**src/hw/rtl/rau_pkg.sv**
```systemverilog
`default_nettype none
package rau_pkg;

  // widest operand magnitude carried between front and back
  localparam int MAG_W = 32;

  typedef enum logic [2:0] {
    MODE_REDUCE = 3'd0,
    MODE_ADD    = 3'd1,
    MODE_SUB    = 3'd2,
    MODE_MUL    = 3'd3,
    MODE_DIV    = 3'd4,
    MODE_CMP    = 3'd5,
    MODE_INC    = 3'd6,
    MODE_DEC    = 3'd7
  } mode_t;

  typedef enum logic [3:0] {
    ST_IDLE,
    ST_MUL,
    ST_SUM,
    ST_GCD_EVEN,
    ST_GCD,
    ST_DIV_N,
    ST_DIV_D,
    ST_CHECK,
    ST_DONE
  } state_t;

  // Classified request: three sign/magnitude products.
  // num = (s0,x0*y0) +/- (s1,x1*y1), den = (s2,x2*y2)
  typedef struct packed {
    logic [MAG_W-1:0] x0;
    logic [MAG_W-1:0] y0;
    logic [MAG_W-1:0] x1;
    logic [MAG_W-1:0] y1;
    logic [MAG_W-1:0] x2;
    logic [MAG_W-1:0] y2;
    logic             s0;
    logic             s1;
    logic             s2;
    logic             sub;
    logic             cmp;
    logic             err;
  } op_t;

endpackage
`default_nettype wire

```
**src/hw/rtl/rau_if.sv**
```systemverilog
`default_nettype none
interface rau_req_if;
  logic        valid;
  logic        ready;
  logic [2:0]  mode;
  logic [31:0] a_num;
  logic [31:0] a_den;
  logic [31:0] b_num;
  logic [31:0] b_den;

  modport source (output valid, mode, a_num, a_den, b_num, b_den, input ready);
  modport sink (input valid, mode, a_num, a_den, b_num, b_den, output ready);
endinterface

`default_nettype wire

```
**src/hw/rtl/rau_front.sv**
```systemverilog
`default_nettype none
module rau_front import rau_pkg::*; #(
  parameter int OPERAND_WIDTH = 32
) (
  input  wire logic clk,
  input  wire logic rst,
  rau_req_if.sink   req,
  output logic      f_valid,
  input  wire logic f_ready,
  output op_t       f_op
);
  localparam int W = OPERAND_WIDTH;

  logic [W-1:0] am, adm, bm, bdm;
  logic         as, ads, bs, bds;
  logic         uses_b;
  op_t          op_next;
  mode_t        mode;

  function automatic logic [W-1:0] mag_of(input logic [31:0] v);
    logic [W-1:0] f;
    f = v[W-1:0];
    return f[W-1] ? (~f + W'(1)) : f;
  endfunction

  assign am  = mag_of(req.a_num);
  assign adm = mag_of(req.a_den);
  assign bm  = mag_of(req.b_num);
  assign bdm = mag_of(req.b_den);
  assign as  = req.a_num[W-1];
  assign ads = req.a_den[W-1];
  assign bs  = req.b_num[W-1];
  assign bds = req.b_den[W-1];
  assign mode = mode_t'(req.mode);
  assign uses_b = mode inside {[MODE_ADD:MODE_CMP]};

  always_comb begin
    op_next = '0;
    op_next.err = (adm == '0) || (uses_b && bdm == '0) || (mode == MODE_DIV && bm == '0);
    case (mode)
      MODE_REDUCE: begin
        op_next.x0 = MAG_W'(am);  op_next.y0 = MAG_W'(1); op_next.s0 = as;
        op_next.x2 = MAG_W'(adm); op_next.y2 = MAG_W'(1); op_next.s2 = ads;
      end
      MODE_ADD, MODE_SUB: begin
        op_next.x0 = MAG_W'(am);  op_next.y0 = MAG_W'(bdm); op_next.s0 = as ^ bds;
        op_next.x1 = MAG_W'(bm);  op_next.y1 = MAG_W'(adm); op_next.s1 = bs ^ ads;
        op_next.x2 = MAG_W'(adm); op_next.y2 = MAG_W'(bdm); op_next.s2 = ads ^ bds;
        op_next.sub = (mode == MODE_SUB);
      end
      MODE_MUL: begin
        op_next.x0 = MAG_W'(am);  op_next.y0 = MAG_W'(bm);  op_next.s0 = as ^ bs;
        op_next.x2 = MAG_W'(adm); op_next.y2 = MAG_W'(bdm); op_next.s2 = ads ^ bds;
      end
      MODE_DIV: begin
        op_next.x0 = MAG_W'(am);  op_next.y0 = MAG_W'(bdm); op_next.s0 = as ^ bds;
        op_next.x2 = MAG_W'(adm); op_next.y2 = MAG_W'(bm);  op_next.s2 = ads ^ bs;
      end
      MODE_CMP: begin
        // denominator signs folded into the numerators
        op_next.x0 = MAG_W'(am); op_next.y0 = MAG_W'(bdm); op_next.s0 = as ^ ads;
        op_next.x1 = MAG_W'(bm); op_next.y1 = MAG_W'(adm); op_next.s1 = bs ^ bds;
        op_next.x2 = MAG_W'(1);  op_next.y2 = MAG_W'(1);
        op_next.sub = 1'b1;
        op_next.cmp = 1'b1;
      end
      MODE_INC, MODE_DEC: begin
        op_next.x0 = MAG_W'(am);  op_next.y0 = MAG_W'(1); op_next.s0 = as;
        op_next.x1 = MAG_W'(adm); op_next.y1 = MAG_W'(1); op_next.s1 = ads;
        op_next.x2 = MAG_W'(adm); op_next.y2 = MAG_W'(1); op_next.s2 = ads;
        op_next.sub = (mode == MODE_DEC);
      end
      default: op_next = '0;
    endcase
  end

  assign req.ready = !f_valid || f_ready;

  always_ff @(posedge clk) begin
    if (rst) begin
      f_valid <= 1'b0;
    end else if (req.ready) begin
      f_valid <= req.valid;
    end
  end

  always_ff @(posedge clk) begin
    if (req.ready && req.valid) begin
      f_op <= op_next;
    end
  end

endmodule
`default_nettype wire

```
**src/flat_wrapper.sv**
```systemverilog
// flat-port wrapper written by rule: the top's interface ports become plain ports
module rau_front_flat import rau_pkg::*;
#(
  parameter int OPERAND_WIDTH = 32
)
  (clk, rst, f_valid, f_ready, f_op, req_valid, req_mode, req_a_num, req_a_den, req_b_num, req_b_den, req_ready);
  rau_req_if req_i ();
  input  wire logic clk;
  input  wire logic rst;
  output logic f_valid;
  input  wire logic f_ready;
  output op_t f_op;
  input wire logic [$bits(req_i.valid)-1:0] req_valid;
  input wire logic [$bits(req_i.mode)-1:0] req_mode;
  input wire logic [$bits(req_i.a_num)-1:0] req_a_num;
  input wire logic [$bits(req_i.a_den)-1:0] req_a_den;
  input wire logic [$bits(req_i.b_num)-1:0] req_b_num;
  input wire logic [$bits(req_i.b_den)-1:0] req_b_den;
  output wire logic [$bits(req_i.ready)-1:0] req_ready;
  assign req_i.valid = req_valid;
  assign req_i.mode = req_mode;
  assign req_i.a_num = req_a_num;
  assign req_i.a_den = req_a_den;
  assign req_i.b_num = req_b_num;
  assign req_i.b_den = req_b_den;
  assign req_ready = req_i.ready;
  rau_front #(.OPERAND_WIDTH(OPERAND_WIDTH)) u_core (.clk(clk), .rst(rst), .req(req_i), .f_valid(f_valid), .f_ready(f_ready), .f_op(f_op));
endmodule
```
**config.mk**
```make
export PLATFORM = sky130hd
export DESIGN_NAME = rau_front_flat
export DESIGN_NICKNAME = d
export VERILOG_FILES = /design/src/hw/rtl/rau_pkg.sv /design/src/hw/rtl/rau_if.sv /design/src/hw/rtl/rau_front.sv /design/src/flat_wrapper.sv
export SDC_FILE = /design/constraint.sdc
export NUM_CORES = 1
export LEC_CHECK = 0
export BUFFER_PORTS_ARGS = -buffer_cell sky130_fd_sc_hd__buf_2
export CORE_MARGIN = 2
export CORE_UTILIZATION = 45
export DETAILED_ROUTE_END_ITERATION = 7
export GPL_TIMING_DRIVEN = 0
export PLACE_DENSITY = 0.72
export SYNTH_ARGS = -nofsm -noshare
export SYNTH_HDL_FRONTEND = slang
export SYNTH_SLANG_ARGS = --single-unit
```
**constraint.sdc**
```tcl
create_clock -name clk -period 8.35 [get_ports clk]
set_clock_uncertainty 0.2 [all_clocks]
set_input_delay 2.0875 -clock clk [delete_from_list [all_inputs] [get_ports clk]]
set_output_delay 2.0875 -clock clk [all_outputs]
set_load 0.05 [all_outputs]
```
==> impl.org <==
** Logic synthesis
- After synthesis, the largest area contributor takes up a little under three fifths of total cell area.
- After synthesis, the cell types taking the most area are sky130_fd_sc_hd__edfxtp_1 57%, sky130_fd_sc_hd__xor2_1 6.2%, sky130_fd_sc_hd__o22ai_1 5.8%.
- Yosys synthesis warning count :: 0
- Per-instance average area after synthesis :: 11.3 µm²
- Count of cell types in the netlist :: 57
- The number of nets handed over by synthesis was 1064.
- Yosys mapped a number of flops with a built-in enable equal to 198.
- For this run, the register share of the synthesized area comes to 57.1%.
- Synthesis inferred 199 register bits.
- Cell area after synthesis :: ~10000 µm²
- Post-synthesis async set-or-reset flop share :: 0%
- For this run, the leading register cell type out of synthesis is sky130_fd_sc_hd__edfxtp_1.
- Synthesis handed over a netlist of 925 instances.
- Cell type contributing the most total cell area after synthesis :: sky130_fd_sc_hd__edfxtp_1

** Route
- For this block, the initial DRC count from the detailed router was around 960.
- Antenna violation net count after detailed routing :: 0
- Total Wirelength :: 35700 µm
- The first detailed-routing pass ran for 7 iterations.
- Wire length per cell :: 22.6 µm
- The detailed router placed 9358 vias in this run.
- For this run, design rule violations remaining after detail routing come to 0.
- Post-DR vias/cell :: 5.94

** Final layout
- For this run, the post-layout net count is 1410.
- Fillers :: 1971
- Fin util :: ~58%
- Leaving out filler cells and counting taps, the final layout contains 1576.
- From synthesis to final layout, the design area changed by 25.6%.
- Share of post-route cells with drive strength above 1 :: 29.7%
- Most common cell after layout, fill and taps aside :: sky130_fd_sc_hd__buf_2
- The library cells used most frequently in the layout, excluding fill and tap cells, are 325 x sky130_fd_sc_hd__buf_2, 198 x sky130_fd_sc_hd__edfxtp_1, 97 x sky130_fd_sc_hd__o22ai_1.

** Setup path
- For this run, the slowest stage of the critical path takes 0.51 ns.
- The kind of cell with the highest combined delay along the critical path is simple AND/OR/NAND/NOR gates.
- Critical path arrival :: around 5.2 ns
- Endpoint type of the worst setup path :: register
- In this run the worst path has a maximum fanout of 7.
- Category of the most critical setup path :: in2reg
- Critical path buffer and inverter count :: 2
- Master of the slowest instance on the critical path :: sky130_fd_sc_hd__or4_1
- Startpoint types :: input port
- Traced cell by cell, the critical path runs through buf_2, or4_1, clkbuf_1, nor4_2, nand2_1, o41ai_2, xor2_1, and3_1, nand4_1, o311ai_2.
- Critical path required time :: between 8 and 9 ns

** Clock network
- CTS saw 199 sinks.
- TritonCTS created 17 clock buffers.
- Worst-path clk slew :: 0.09 ns
- Setup repair bufs after CTS :: 0
- TritonCTS built the clock tree.
- Buffers inserted to repair hold after CTS numbered 0.
- The root buffer cell chosen for the clock tree is sky130_fd_sc_hd__clkbuf_16.
- The clock tree synthesis step divided the H-tree into 4 levels.
- For the worst-skew pair, the clock arrives at the later sink with an insertion delay of between 0.4 and 0.5 ns.
- The number of gates resized after CTS was 0.
- Maximum buffer depth of the clock tree :: 2

** GRT
- The number of global-route vias before repair came to 8649.
- First-pass GRT wire length :: 51500 µm
- Aggregate global routing overflow :: 0
- Global-route total usage across every layer :: 28.4%
- Entering global routing, the biggest net connects 74 pins.
- The initial antenna violation count came to 8.

** Floorplan
- During I/O placement, the number of pins put on the boundary was 335.
- Initial core utilization :: between 40% and 50%
- Row generation in the floorplan step produced 55 rows.
- The die is 156 µm wide.
- The floorplan step set the die height to 156 µm.
- Total core area :: 22700 µm²
- The floorplan step defined a die boundary enclosing 24500 µm².

** Placement
- After detailed placement, the design holds a cell count of 1537.
- Detailed placement finished with a half-perimeter wire length of about 28000 µm.
- Number of input and output port buffers inserted :: 324
- Final estimated routing congestion in global placement :: 0.934

** Pwr
- In this run, the clock network consumes 30.2% of the power.
- Net switching is 35.8% of the power.
- Internal power :: 1.81 mW
- For this design the ratio of total power to cell area is between 200 and 250 nW/µm².
- For this design the static power due to leakage is 5.05 nW.
- IR analysis of the VDD net gives a maximum drop of 0.127 mV.
- Net switching power of the design :: between 1 and 1.5 mW
- Part of the power in combinational logic :: between 20% and 30%
- Registers are responsible for between 40% and 50% of the overall power.

** STA
- Post-Route Setup TNS :: 0 ns
- Finish-stage setup viols :: 0
- Final number of max-transition violations :: 0
- Final Hold Vio Count :: 0
- For the pin with the worst max-slew slack, the measured transition is 1.10 ns.
- Fin crit share :: 62.3%
- Post-layout min period :: 5.20 ns
- Setup repair after global routing left no endpoint under its margin.
- Based on the critical path, the design can be clocked at up to about 190 MHz.
- Worst-case headroom to the max-slew limit :: about 27%

** Hold path
- The path class of the tightest hold or removal check is reg2reg.

** Status
- The run finished with clean final reports.

** Flow run
- Max-cap violations in this run came to 0.
==> kinds of logic (layout without fill, tap and decap cells) <==
family / after synthesis / after routing / synth area share (%)
compound gates: 236 / 236 / 15.3
xor+xnor: 117 / 117 / 9.80
fa+ha+maj: 4 / 4 / 0.479
buf+inv: 78 / 437 / 2.81
flops: 199 / 199 / 57.1
mux: 7 / 7 / 0.694
other cells: 0 / 7 / 0
simple gates: 284 / 284 / 13.8
==> final cells by class <==
cell class	instances	area [µm²]	area share [%]
flip-flops and latches	199	5970	45.4
diodes	7	17.5	0.133
repair buffers	327	1700	12.9
clock buffers	18	429	3.27
multi-input cells	648	4200	31.9
clock inverters	14	179	1.36
plain buffers	61	230	1.75
inverters	17	63.8	0.486
well taps	285	357	2.71
==> routing by layer <==
layer / share of wire, % / vias up / track usage [%]
met1: 40 / 4516 / 37.6
met4: 2.1 / 2 / 8.17
li1: - / 4292 / -
met3: 9.3 / 44 / 5.65
met5: 0.020 / - / 0
met2: 48 / 504 / 47.5
==> power by group through the flow <==
stage               clock network, mW  registers [mW]  logic, mW
floorplan                           0            1.55      0.206
global placement                    0            1.27      0.713
detailed placement                  0            1.25      0.725
CTS                             0.855            1.23      0.728
global route                    0.894            1.24      0.768
finish                          0.851            1.23      0.733
==> Yosys cell counts, drive strengths merged (15+ instances only) <==
cell type and n:
inv 17, xnor2 43, nor2 86, or4 16, edfxtp 198, nand4 15, nor3 23, xor2 74
or3 20, o41ai 23, clkbuf 56, o21ai 42, o31ai 33, o22ai 97, nand2 54
==> sequential cells by signal, summed over array words and instances, names as in the netlist <==
signal / flops
u_core.f_op: 198
u_core.f_valid: 1
==> stage by stage <==
stage / setup slack, ns / hold slack [ns] / power (mW) / instance area [µm²]
floorplan: 0.439 / 0.914 / 1.76 / 10500
global placement: -0.990 / 0.297 / 1.98 / 12400
detailed placement: 2.69 / 0.318 / 1.98 / 12500
CTS: 3.14 / 0.332 / 2.81 / 13100
global route: 3.00 / 0.349 / 2.90 / 13100
finish: 3.15 / 0.325 / 2.82 / 13100
==> worst reg2reg max path, delay by kind of cell (launching register included) <==
family                 cells  cell delay [ns]
AND/OR/NAND/NOR            2             0.58
buffers and inverters      2             0.70
flip-flops                 1             0.32
==> worst paths after layout <==
| kind | slack [ns] | depth (start not counted) | endpoint | from |
|---|---|---|---|---|
| worst min-delay path | 0.33 | 2 | u_core.f_valid$_SDFFE_PP0N_ | u_core.f_valid$_SDFFE_PP0N_ |
| worst max-delay path | 3.15 | 10 | u_core.f_op[0]$_DFFE_PP_ | req_a_den[8] |
| worst max register to register | 6.15 | 4 | u_core.f_op[3]$_DFFE_PP_ | u_core.f_valid$_SDFFE_PP0N_ |
| worst min register to register | 0.33 | 2 | u_core.f_valid$_SDFFE_PP0N_ | u_core.f_valid$_SDFFE_PP0N_ |
Power figures use the tool's default switching activity.
