--- src/hw/rtl/rau_pkg.sv ---
`default_nettype none
package rau_pkg;

  // widest operand magnitude carried between front and back
  localparam int MAG_W = 32;

  typedef enum logic [2:0] {
    MODE_REDUCE = 3'd0,
    MODE_ADD    = 3'd1,
    MODE_SUB    = 3'd2,
    MODE_MUL    = 3'd3,
    MODE_DIV    = 3'd4,
    MODE_CMP    = 3'd5,
    MODE_INC    = 3'd6,
    MODE_DEC    = 3'd7
  } mode_t;

  typedef enum logic [3:0] {
    ST_IDLE,
    ST_MUL,
    ST_SUM,
    ST_GCD_EVEN,
    ST_GCD,
    ST_DIV_N,
    ST_DIV_D,
    ST_CHECK,
    ST_DONE
  } state_t;

  // Classified request: three sign/magnitude products.
  // num = (s0,x0*y0) +/- (s1,x1*y1), den = (s2,x2*y2)
  typedef struct packed {
    logic [MAG_W-1:0] x0;
    logic [MAG_W-1:0] y0;
    logic [MAG_W-1:0] x1;
    logic [MAG_W-1:0] y1;
    logic [MAG_W-1:0] x2;
    logic [MAG_W-1:0] y2;
    logic             s0;
    logic             s1;
    logic             s2;
    logic             sub;
    logic             cmp;
    logic             err;
  } op_t;

endpackage
`default_nettype wire

--- src/hw/rtl/rau_if.sv ---
`default_nettype none


interface rau_rsp_if;
  logic        valid;
  logic        ready;
  logic [31:0] res_num;
  logic [30:0] res_den;
  logic        is_less;
  logic        is_equal;
  logic        div_error;
  logic        overflow;

  modport source (output valid, res_num, res_den, is_less, is_equal, div_error, overflow,
                  input ready);
  modport sink (input valid, res_num, res_den, is_less, is_equal, div_error, overflow,
                output ready);
endinterface
`default_nettype wire

--- src/hw/rtl/rau_back.sv ---
`default_nettype none
module rau_back import rau_pkg::*; #(
  parameter int OPERAND_WIDTH = 32
) (
  input  wire logic clk,
  input  wire logic rst,
  input  wire logic q_valid,
  output logic      q_pop,
  input  wire op_t  q_op,
  rau_rsp_if.source rsp
);
  localparam int W  = OPERAND_WIDTH;
  localparam int PW = 2 * W;
  localparam int CW = $clog2(PW + 1);
  localparam logic [PW-1:0] LIM = PW'((64'd1 << (W - 1)) - 64'd1);

  state_t        state, state_next;
  op_t           op;
  logic [1:0]    mcnt;
  logic [PW-1:0] p0, p1, pd;
  logic [PW-1:0] nmag, dmag, u, v, g, rem, quo;
  logic          nneg;
  logic [CW-1:0] k, cnt;
  logic [31:0]   w_num;
  logic [30:0]   w_den;
  logic          w_less, w_eq, w_err, w_ovf;

  logic [W-1:0]  xs, ys;
  logic [PW-1:0] prod;
  logic          t1neg, sneg, szero;
  logic [PW-1:0] smag, gsub, quo_step;
  logic [PW:0]   remsh;
  logic          ge;
  logic [W-1:0]  num_w;
  logic          out_load;

  // shared multiplier: one product per cycle
  always_comb begin
    case (mcnt)
      2'd0:    begin xs = op.x0[W-1:0]; ys = op.y0[W-1:0]; end
      2'd1:    begin xs = op.x1[W-1:0]; ys = op.y1[W-1:0]; end
      default: begin xs = op.x2[W-1:0]; ys = op.y2[W-1:0]; end
    endcase
  end
  assign prod = PW'(xs) * PW'(ys);

  // sign/magnitude sum of the two numerator terms
  always_comb begin
    t1neg = op.s1 ^ op.sub;
    if (op.s0 == t1neg) begin
      smag = p0 + p1;
      sneg = op.s0;
    end else if (p0 >= p1) begin
      smag = p0 - p1;
      sneg = op.s0;
    end else begin
      smag = p1 - p0;
      sneg = t1neg;
    end
    szero = (smag == '0);
  end

  assign gsub     = (u >= v) ? (u - v) : (v - u);
  assign remsh    = {rem, quo[PW-1]};
  assign ge       = (remsh >= {1'b0, g});
  assign quo_step = {quo[PW-2:0], ge};
  assign num_w    = nneg ? (~nmag[W-1:0] + W'(1)) : nmag[W-1:0];

  // next state
  always_comb begin
    state_next = state;
    case (state)
      ST_IDLE:     if (q_valid) state_next = q_op.err ? ST_DONE : ST_MUL;
      ST_MUL:      if (mcnt == 2'd2) state_next = ST_SUM;
      ST_SUM:      state_next = (op.cmp || szero) ? ST_DONE : ST_GCD_EVEN;
      ST_GCD_EVEN: if (u[0] || v[0]) state_next = ST_GCD;
      ST_GCD:      if (u == '0 || v == '0) state_next = ST_DIV_N;
      ST_DIV_N:    if (cnt == CW'(PW - 1)) state_next = ST_DIV_D;
      ST_DIV_D:    if (cnt == CW'(PW - 1)) state_next = ST_CHECK;
      ST_CHECK:    state_next = ST_DONE;
      ST_DONE:     if (out_load) state_next = ST_IDLE;
      default:     state_next = ST_IDLE;
    endcase
  end

  // control outputs
  always_comb begin
    q_pop    = (state == ST_IDLE) && q_valid;
    out_load = (state == ST_DONE) && (!rsp.valid || rsp.ready);
  end

  always_ff @(posedge clk) begin
    if (rst) begin
      state     <= ST_IDLE;
      rsp.valid <= 1'b0;
    end else begin
      state <= state_next;
      if (out_load) begin
        rsp.valid <= 1'b1;
      end else if (rsp.ready) begin
        rsp.valid <= 1'b0;
      end
    end
  end

  always_ff @(posedge clk) begin
    case (state)
      ST_IDLE: begin
        op     <= q_op;
        mcnt   <= 2'd0;
        w_num  <= '0;
        w_den  <= 31'd1;
        w_less <= 1'b0;
        w_eq   <= 1'b0;
        w_err  <= q_op.err;
        w_ovf  <= 1'b0;
      end
      ST_MUL: begin
        case (mcnt)
          2'd0:    p0 <= prod;
          2'd1:    p1 <= prod;
          default: pd <= prod;
        endcase
        mcnt <= mcnt + 2'd1;
      end
      ST_SUM: begin
        if (op.cmp) begin
          w_less <= sneg && !szero;
          w_eq   <= szero;
        end
        nmag <= smag;
        dmag <= pd;
        nneg <= !szero && (sneg ^ op.s2);
        u    <= smag;
        v    <= pd;
        k    <= '0;
      end
      ST_GCD_EVEN: begin
        if (!u[0] && !v[0]) begin
          u <= u >> 1;
          v <= v >> 1;
          k <= k + CW'(1);
        end
      end
      ST_GCD: begin
        if (u == '0) begin
          g <= v << k;
        end else if (v == '0) begin
          g <= u << k;
        end else if (!u[0]) begin
          u <= u >> 1;
        end else if (!v[0]) begin
          v <= v >> 1;
        end else if (u >= v) begin
          u <= gsub >> 1;
        end else begin
          v <= gsub >> 1;
        end
        rem <= '0;
        quo <= nmag;
        cnt <= '0;
      end
      ST_DIV_N, ST_DIV_D: begin
        if (cnt == CW'(PW - 1) && state == ST_DIV_N) begin
          // numerator done, start on the denominator
          nmag <= quo_step;
          rem  <= '0;
          quo  <= dmag;
          cnt  <= '0;
        end else begin
          rem <= ge ? PW'(remsh - {1'b0, g}) : remsh[PW-1:0];
          quo <= quo_step;
          cnt <= cnt + CW'(1);
          if (cnt == CW'(PW - 1)) begin
            dmag <= quo_step;
          end
        end
      end
      ST_CHECK: begin
        if (nmag > LIM || dmag > LIM) begin
          w_ovf <= 1'b1;
        end else begin
          w_num <= 32'(signed'(num_w));
          w_den <= 31'(dmag[W-2:0]);
        end
      end
      default: ;
    endcase
  end

  always_ff @(posedge clk) begin
    if (out_load) begin
      rsp.res_num   <= w_num;
      rsp.res_den   <= w_den;
      rsp.is_less   <= w_less;
      rsp.is_equal  <= w_eq;
      rsp.div_error <= w_err;
      rsp.overflow  <= w_ovf;
    end
  end

  a_den_nonzero: assert property (@(posedge clk) disable iff (rst)
    rsp.valid |-> rsp.res_den != '0)
    else $error("result denominator is zero");

  a_err_clean: assert property (@(posedge clk) disable iff (rst)
    rsp.valid && rsp.div_error |-> rsp.res_num == '0 && !rsp.overflow && !rsp.is_less)
    else $error("error result carries data");

  a_gcd_live: assert property (@(posedge clk) disable iff (rst)
    state == ST_GCD |-> (u != '0 || v != '0))
    else $error("gcd operands both zero");

  a_div_by_g: assert property (@(posedge clk) disable iff (rst)
    state == ST_DIV_N |-> g != '0)
    else $error("divide by zero gcd");

endmodule
`default_nettype wire

--- src/flat_wrapper.sv ---
// flat-port wrapper written by rule: the top's interface ports become plain ports
module rau_back_flat import rau_pkg::*;
#(
  parameter int OPERAND_WIDTH = 32
)
  (clk, rst, q_valid, q_pop, q_op, rsp_valid, rsp_res_num, rsp_res_den, rsp_is_less, rsp_is_equal, rsp_div_error, rsp_overflow, rsp_ready);
  rau_rsp_if rsp_i ();
  input  wire logic clk;
  input  wire logic rst;
  input  wire logic q_valid;
  output logic q_pop;
  input  wire op_t q_op;
  output wire logic [$bits(rsp_i.valid)-1:0] rsp_valid;
  output wire logic [$bits(rsp_i.res_num)-1:0] rsp_res_num;
  output wire logic [$bits(rsp_i.res_den)-1:0] rsp_res_den;
  output wire logic [$bits(rsp_i.is_less)-1:0] rsp_is_less;
  output wire logic [$bits(rsp_i.is_equal)-1:0] rsp_is_equal;
  output wire logic [$bits(rsp_i.div_error)-1:0] rsp_div_error;
  output wire logic [$bits(rsp_i.overflow)-1:0] rsp_overflow;
  input wire logic [$bits(rsp_i.ready)-1:0] rsp_ready;
  assign rsp_valid = rsp_i.valid;
  assign rsp_res_num = rsp_i.res_num;
  assign rsp_res_den = rsp_i.res_den;
  assign rsp_is_less = rsp_i.is_less;
  assign rsp_is_equal = rsp_i.is_equal;
  assign rsp_div_error = rsp_i.div_error;
  assign rsp_overflow = rsp_i.overflow;
  assign rsp_i.ready = rsp_ready;
  rau_back #(.OPERAND_WIDTH(OPERAND_WIDTH)) u_core (.clk(clk), .rst(rst), .q_valid(q_valid), .q_pop(q_pop), .q_op(q_op), .rsp(rsp_i));
endmodule
--- config.mk ---
export PLATFORM = sky130hd
export DESIGN_NAME = rau_back_flat
export DESIGN_NICKNAME = d
export VERILOG_FILES = /design/src/hw/rtl/rau_pkg.sv /design/src/hw/rtl/rau_if.sv /design/src/hw/rtl/rau_back.sv /design/src/flat_wrapper.sv
export SDC_FILE = /design/constraint.sdc
export NUM_CORES = 2
export LEC_CHECK = 0
export BUFFER_PORTS_ARGS = -buffer_cell sky130_fd_sc_hd__buf_2
export CORE_MARGIN = 5
export CORE_UTILIZATION = 50
export CTS_CLUSTER_DIAMETER = 40
export CTS_CLUSTER_SIZE = 10
export DETAILED_ROUTE_END_ITERATION = 7
export PLACE_DENSITY = 0.69
export SYNTH_ARGS = -nofsm -noshare
export SYNTH_HDL_FRONTEND = slang
export SYNTH_SLANG_ARGS = --single-unit
--- constraint.sdc ---
create_clock -name clk -period 13.21 [get_ports clk]
set_clock_uncertainty 0.05 [all_clocks]
set_input_delay 1.321 -clock clk [delete_from_list [all_inputs] [get_ports clk]]
set_output_delay 1.321 -clock clk [all_outputs]
set_load 0.01 [all_outputs]
==> impl_metrics.tcl <==
set metrics [dict create \
    wirelength_mm 344 \
    syn_avg_cell_area_um2 9.38 \
    globalplace.congestion 0.996 \
    postCtsSetupBuffers 0 \
    yosysTopAreaCellShare 0.307 \
    start_util 0.502 \
    hpwlAfterDp_mm 266 \
    grt_setup_unrepaired "no" \
    cts_tree "done" \
    coreArea_um2 192000 \
    synthTopCellsByArea "edfxtp_1 (31%), fa_1 (19%), ha_1 (8.4%), inv_1 (5.1%), nand2_1 (4.6%)" \
    synth_top_cell_by_area "edfxtp_1" \
    cts_made_buffers 165 \
    antenna_found_initial 11 \
    worstPathArrival_ns 11.80 \
    syn_to_final_growth_pct 10.2 \
    routedWlPerCell_um 26.4 \
    status "completed" \
    fp.dieW_um 450 \
    synth_flop_cell "edfxtp_1" \
    synthArstFlopShare 0 \
    slowest_stage "a21oi_2" \
    worst_pin_slew_ns 1.25 \
    reg2reg_depth 33 \
    die_h_um 450 \
    grt_max_degree 137 \
    period_needed_ns 11.32 \
    grtUsageTotal 0.335 \
    grt-ovfl-total 0 \
    hold_viol_final 0 \
    synth_cells 10300 \
    via_count 80200 \
    synth-edff-count 988 \
    root_buffer "clkbuf_16" \
    port_buffers 270 \
    syn_nets 12100 \
    grt_pass1_wl_mm 514 \
    ctsHoldBuffers 0 \
    cts.repair.resized 0 \
    maxSlewHeadroom 0.161 \
    viasPerCell 6.15 \
    crit_fanout 79 \
    cts.sinks 993 \
    crit_path_start "u_core.mcnt[0]" \
    crit_required_ns 13.69 \
    cp_common_cell "fa_1" \
    reg2reg_to "u_core.p0[63]" \
    maxSlewViolCount 0 \
    nNetsFinal 12200 \
    critical_path_class "register to register" \
    tns_ns 0 \
    drv_cap 0 \
    path_clk_slew_ns 0.05 \
    first_iter_violations 8161 \
    final_common_cell "inv_1" \
    io_pins 271 \
    clk_latency_ns 0.81 \
    htree_levels 4 \
    min_period_over_period 0.857 \
    synth_seq_cells 993 \
    synth_area_um2 96600 \
    drc 0 \
    synth_cell_type_count 100 \
    ys_seq_area_frac 0.308 \
    rows 161 \
    worstSetupEndpoint "u_core.p0[63]" \
    slowest_delay_ns 0.79 \
    r2r_slack_ns 1.89 \
    grt_pass1_vias 82000 \
    antenna_left 0 \
    die_area_um2 202000 \
    drive_gt1_frac 0.0839 \
    first_pass_iters 7 \
    hp-class "register to register" \
    mostFrequentLayoutCells "inv_1 (1,313), nand2_1 (1,195), nor2_1 (1,015)" \
    worstSetupStartpointType "register" \
    reg2reg_from "u_core.mcnt[0]" \
    setup_viol 0 \
    clock_path_buffers 3 \
    fmax_mhz 88.3 \
    end_kind "register" \
    synth_warnings 0 \
]
[metrics by stage]
stage | hold slack [ns] | cells | utilization | area [µm²] | setup WS [ns]
2_1_floorplan | 0.350 | 10300 | - | 96600 | 0.918
3_3_place_gp | 0.352 | 12800 | 0.525 | 101000 | 2.02
3_5_place_dp | 0.355 | 12800 | 0.525 | 101000 | 1.88
4_1_cts | 0.366 | 13000 | 0.554 | 107000 | 1.89
5_1_grt | 0.372 | 13000 | 0.554 | 107000 | 1.36
6_report | 0.362 | 13000 | 0.554 | 107000 | 1.89
[synthesized netlist by cell type, drive strengths merged, types with 14 or more instances]
cell     instances
a211oi          95
a21o           274
edfxtp         988
o211ai          36
a221o           17
clkbuf         443
a21oi          706
o21a            45
xnor2          202
a2111oi         17
ha             651
buf             92
o21bai          93
nand2         1197
a31oi           54
or4             18
nand4          115
mux2i          247
fa             902
xor2           135
and3            45
nor4            96
or3             37
nand3          112
nor2          1021
or2             32
o31ai           68
a21boi          14
o22ai           16
o31a            15
nor3            94
nor2b           50
and2            97
nand2b          64
a22oi          166
inv           1319
a221oi          19
o21ai          407
a22o            67
o221ai          35
[how the worst min path moves through the flow]
stage                startpoint                     end  slack [ns]  depth (start not counted)
2_1_floorplan      u_core.w_err    u_core.rsp.div_error        0.35                          0
3_3_place_gp       u_core.w_err    u_core.rsp.div_error        0.35                          0
3_5_place_dp        u_core.w_eq     u_core.rsp.is_equal        0.35                          0
4_1_cts        u_core.w_num[15]  u_core.rsp.res_num[15]        0.37                          0
5_1_grt        u_core.w_num[18]  u_core.rsp.res_num[18]        0.37                          0
6_report       u_core.w_num[15]  u_core.rsp.res_num[15]        0.36                          0
[final cells by class]
cell class              count  area (µm²)
fillers                 17000       85800
multi-input cells        7448       60300
flip-flops and latches    993       29800
inverters                1326        4980
clock buffers             191        4310
well taps                2526        3160
repair buffers            462        2820
clock inverters            97        1200
diodes                      5        12.5
[flip-flops by register name (all words and copies together), names as in the netlist, 64 cells and up]
register	count
u_core.p0	64
u_core.g	64
u_core.rem	64
u_core.dmag	64
u_core.quo	64
u_core.p1	64
u_core.pd	64
u_core.op	197
u_core.v	64
u_core.u	64
u_core.nmag	64
[logic make-up (layout without fill, tap and decap cells)]
group / Yosys count / after routing / synth area share
simple gates: 3030 / 3030 / 0.138
compound gates: 2268 / 2268 / 0.152
buf+inv: 1861 / 2076 / 0.0731
fa+ha+maj: 1553 / 1553 / 0.271
flops: 993 / 993 / 0.308
xor+xnor: 337 / 337 / 0.0305
mux: 260 / 260 / 0.0272
other cells: 0 / 5 / 0
[per-layer routing]
metal,GRT usage,share of wire
met1,0.426,0.39
met2,0.532,0.45
met3,0.0709,0.093
met4,0.190,0.070
met5,0,0.00012
[worst max-delay path: cells and delay by family, from the launching register on]
kind,cells,cell delay [ns]
AO/OA/AOI/OAI,11,3.67
XOR/XNOR,1,0.14
adder cells (fa/ha/maj),10,4.96
buffers and inverters,6,1.01
flip-flops,1,0.42
AND/OR/NAND/NOR,5,0.76
Power is left out: the tool's default activity adds up to more than one toggle a clock period on the data nets, which glitch-free logic cannot reach.
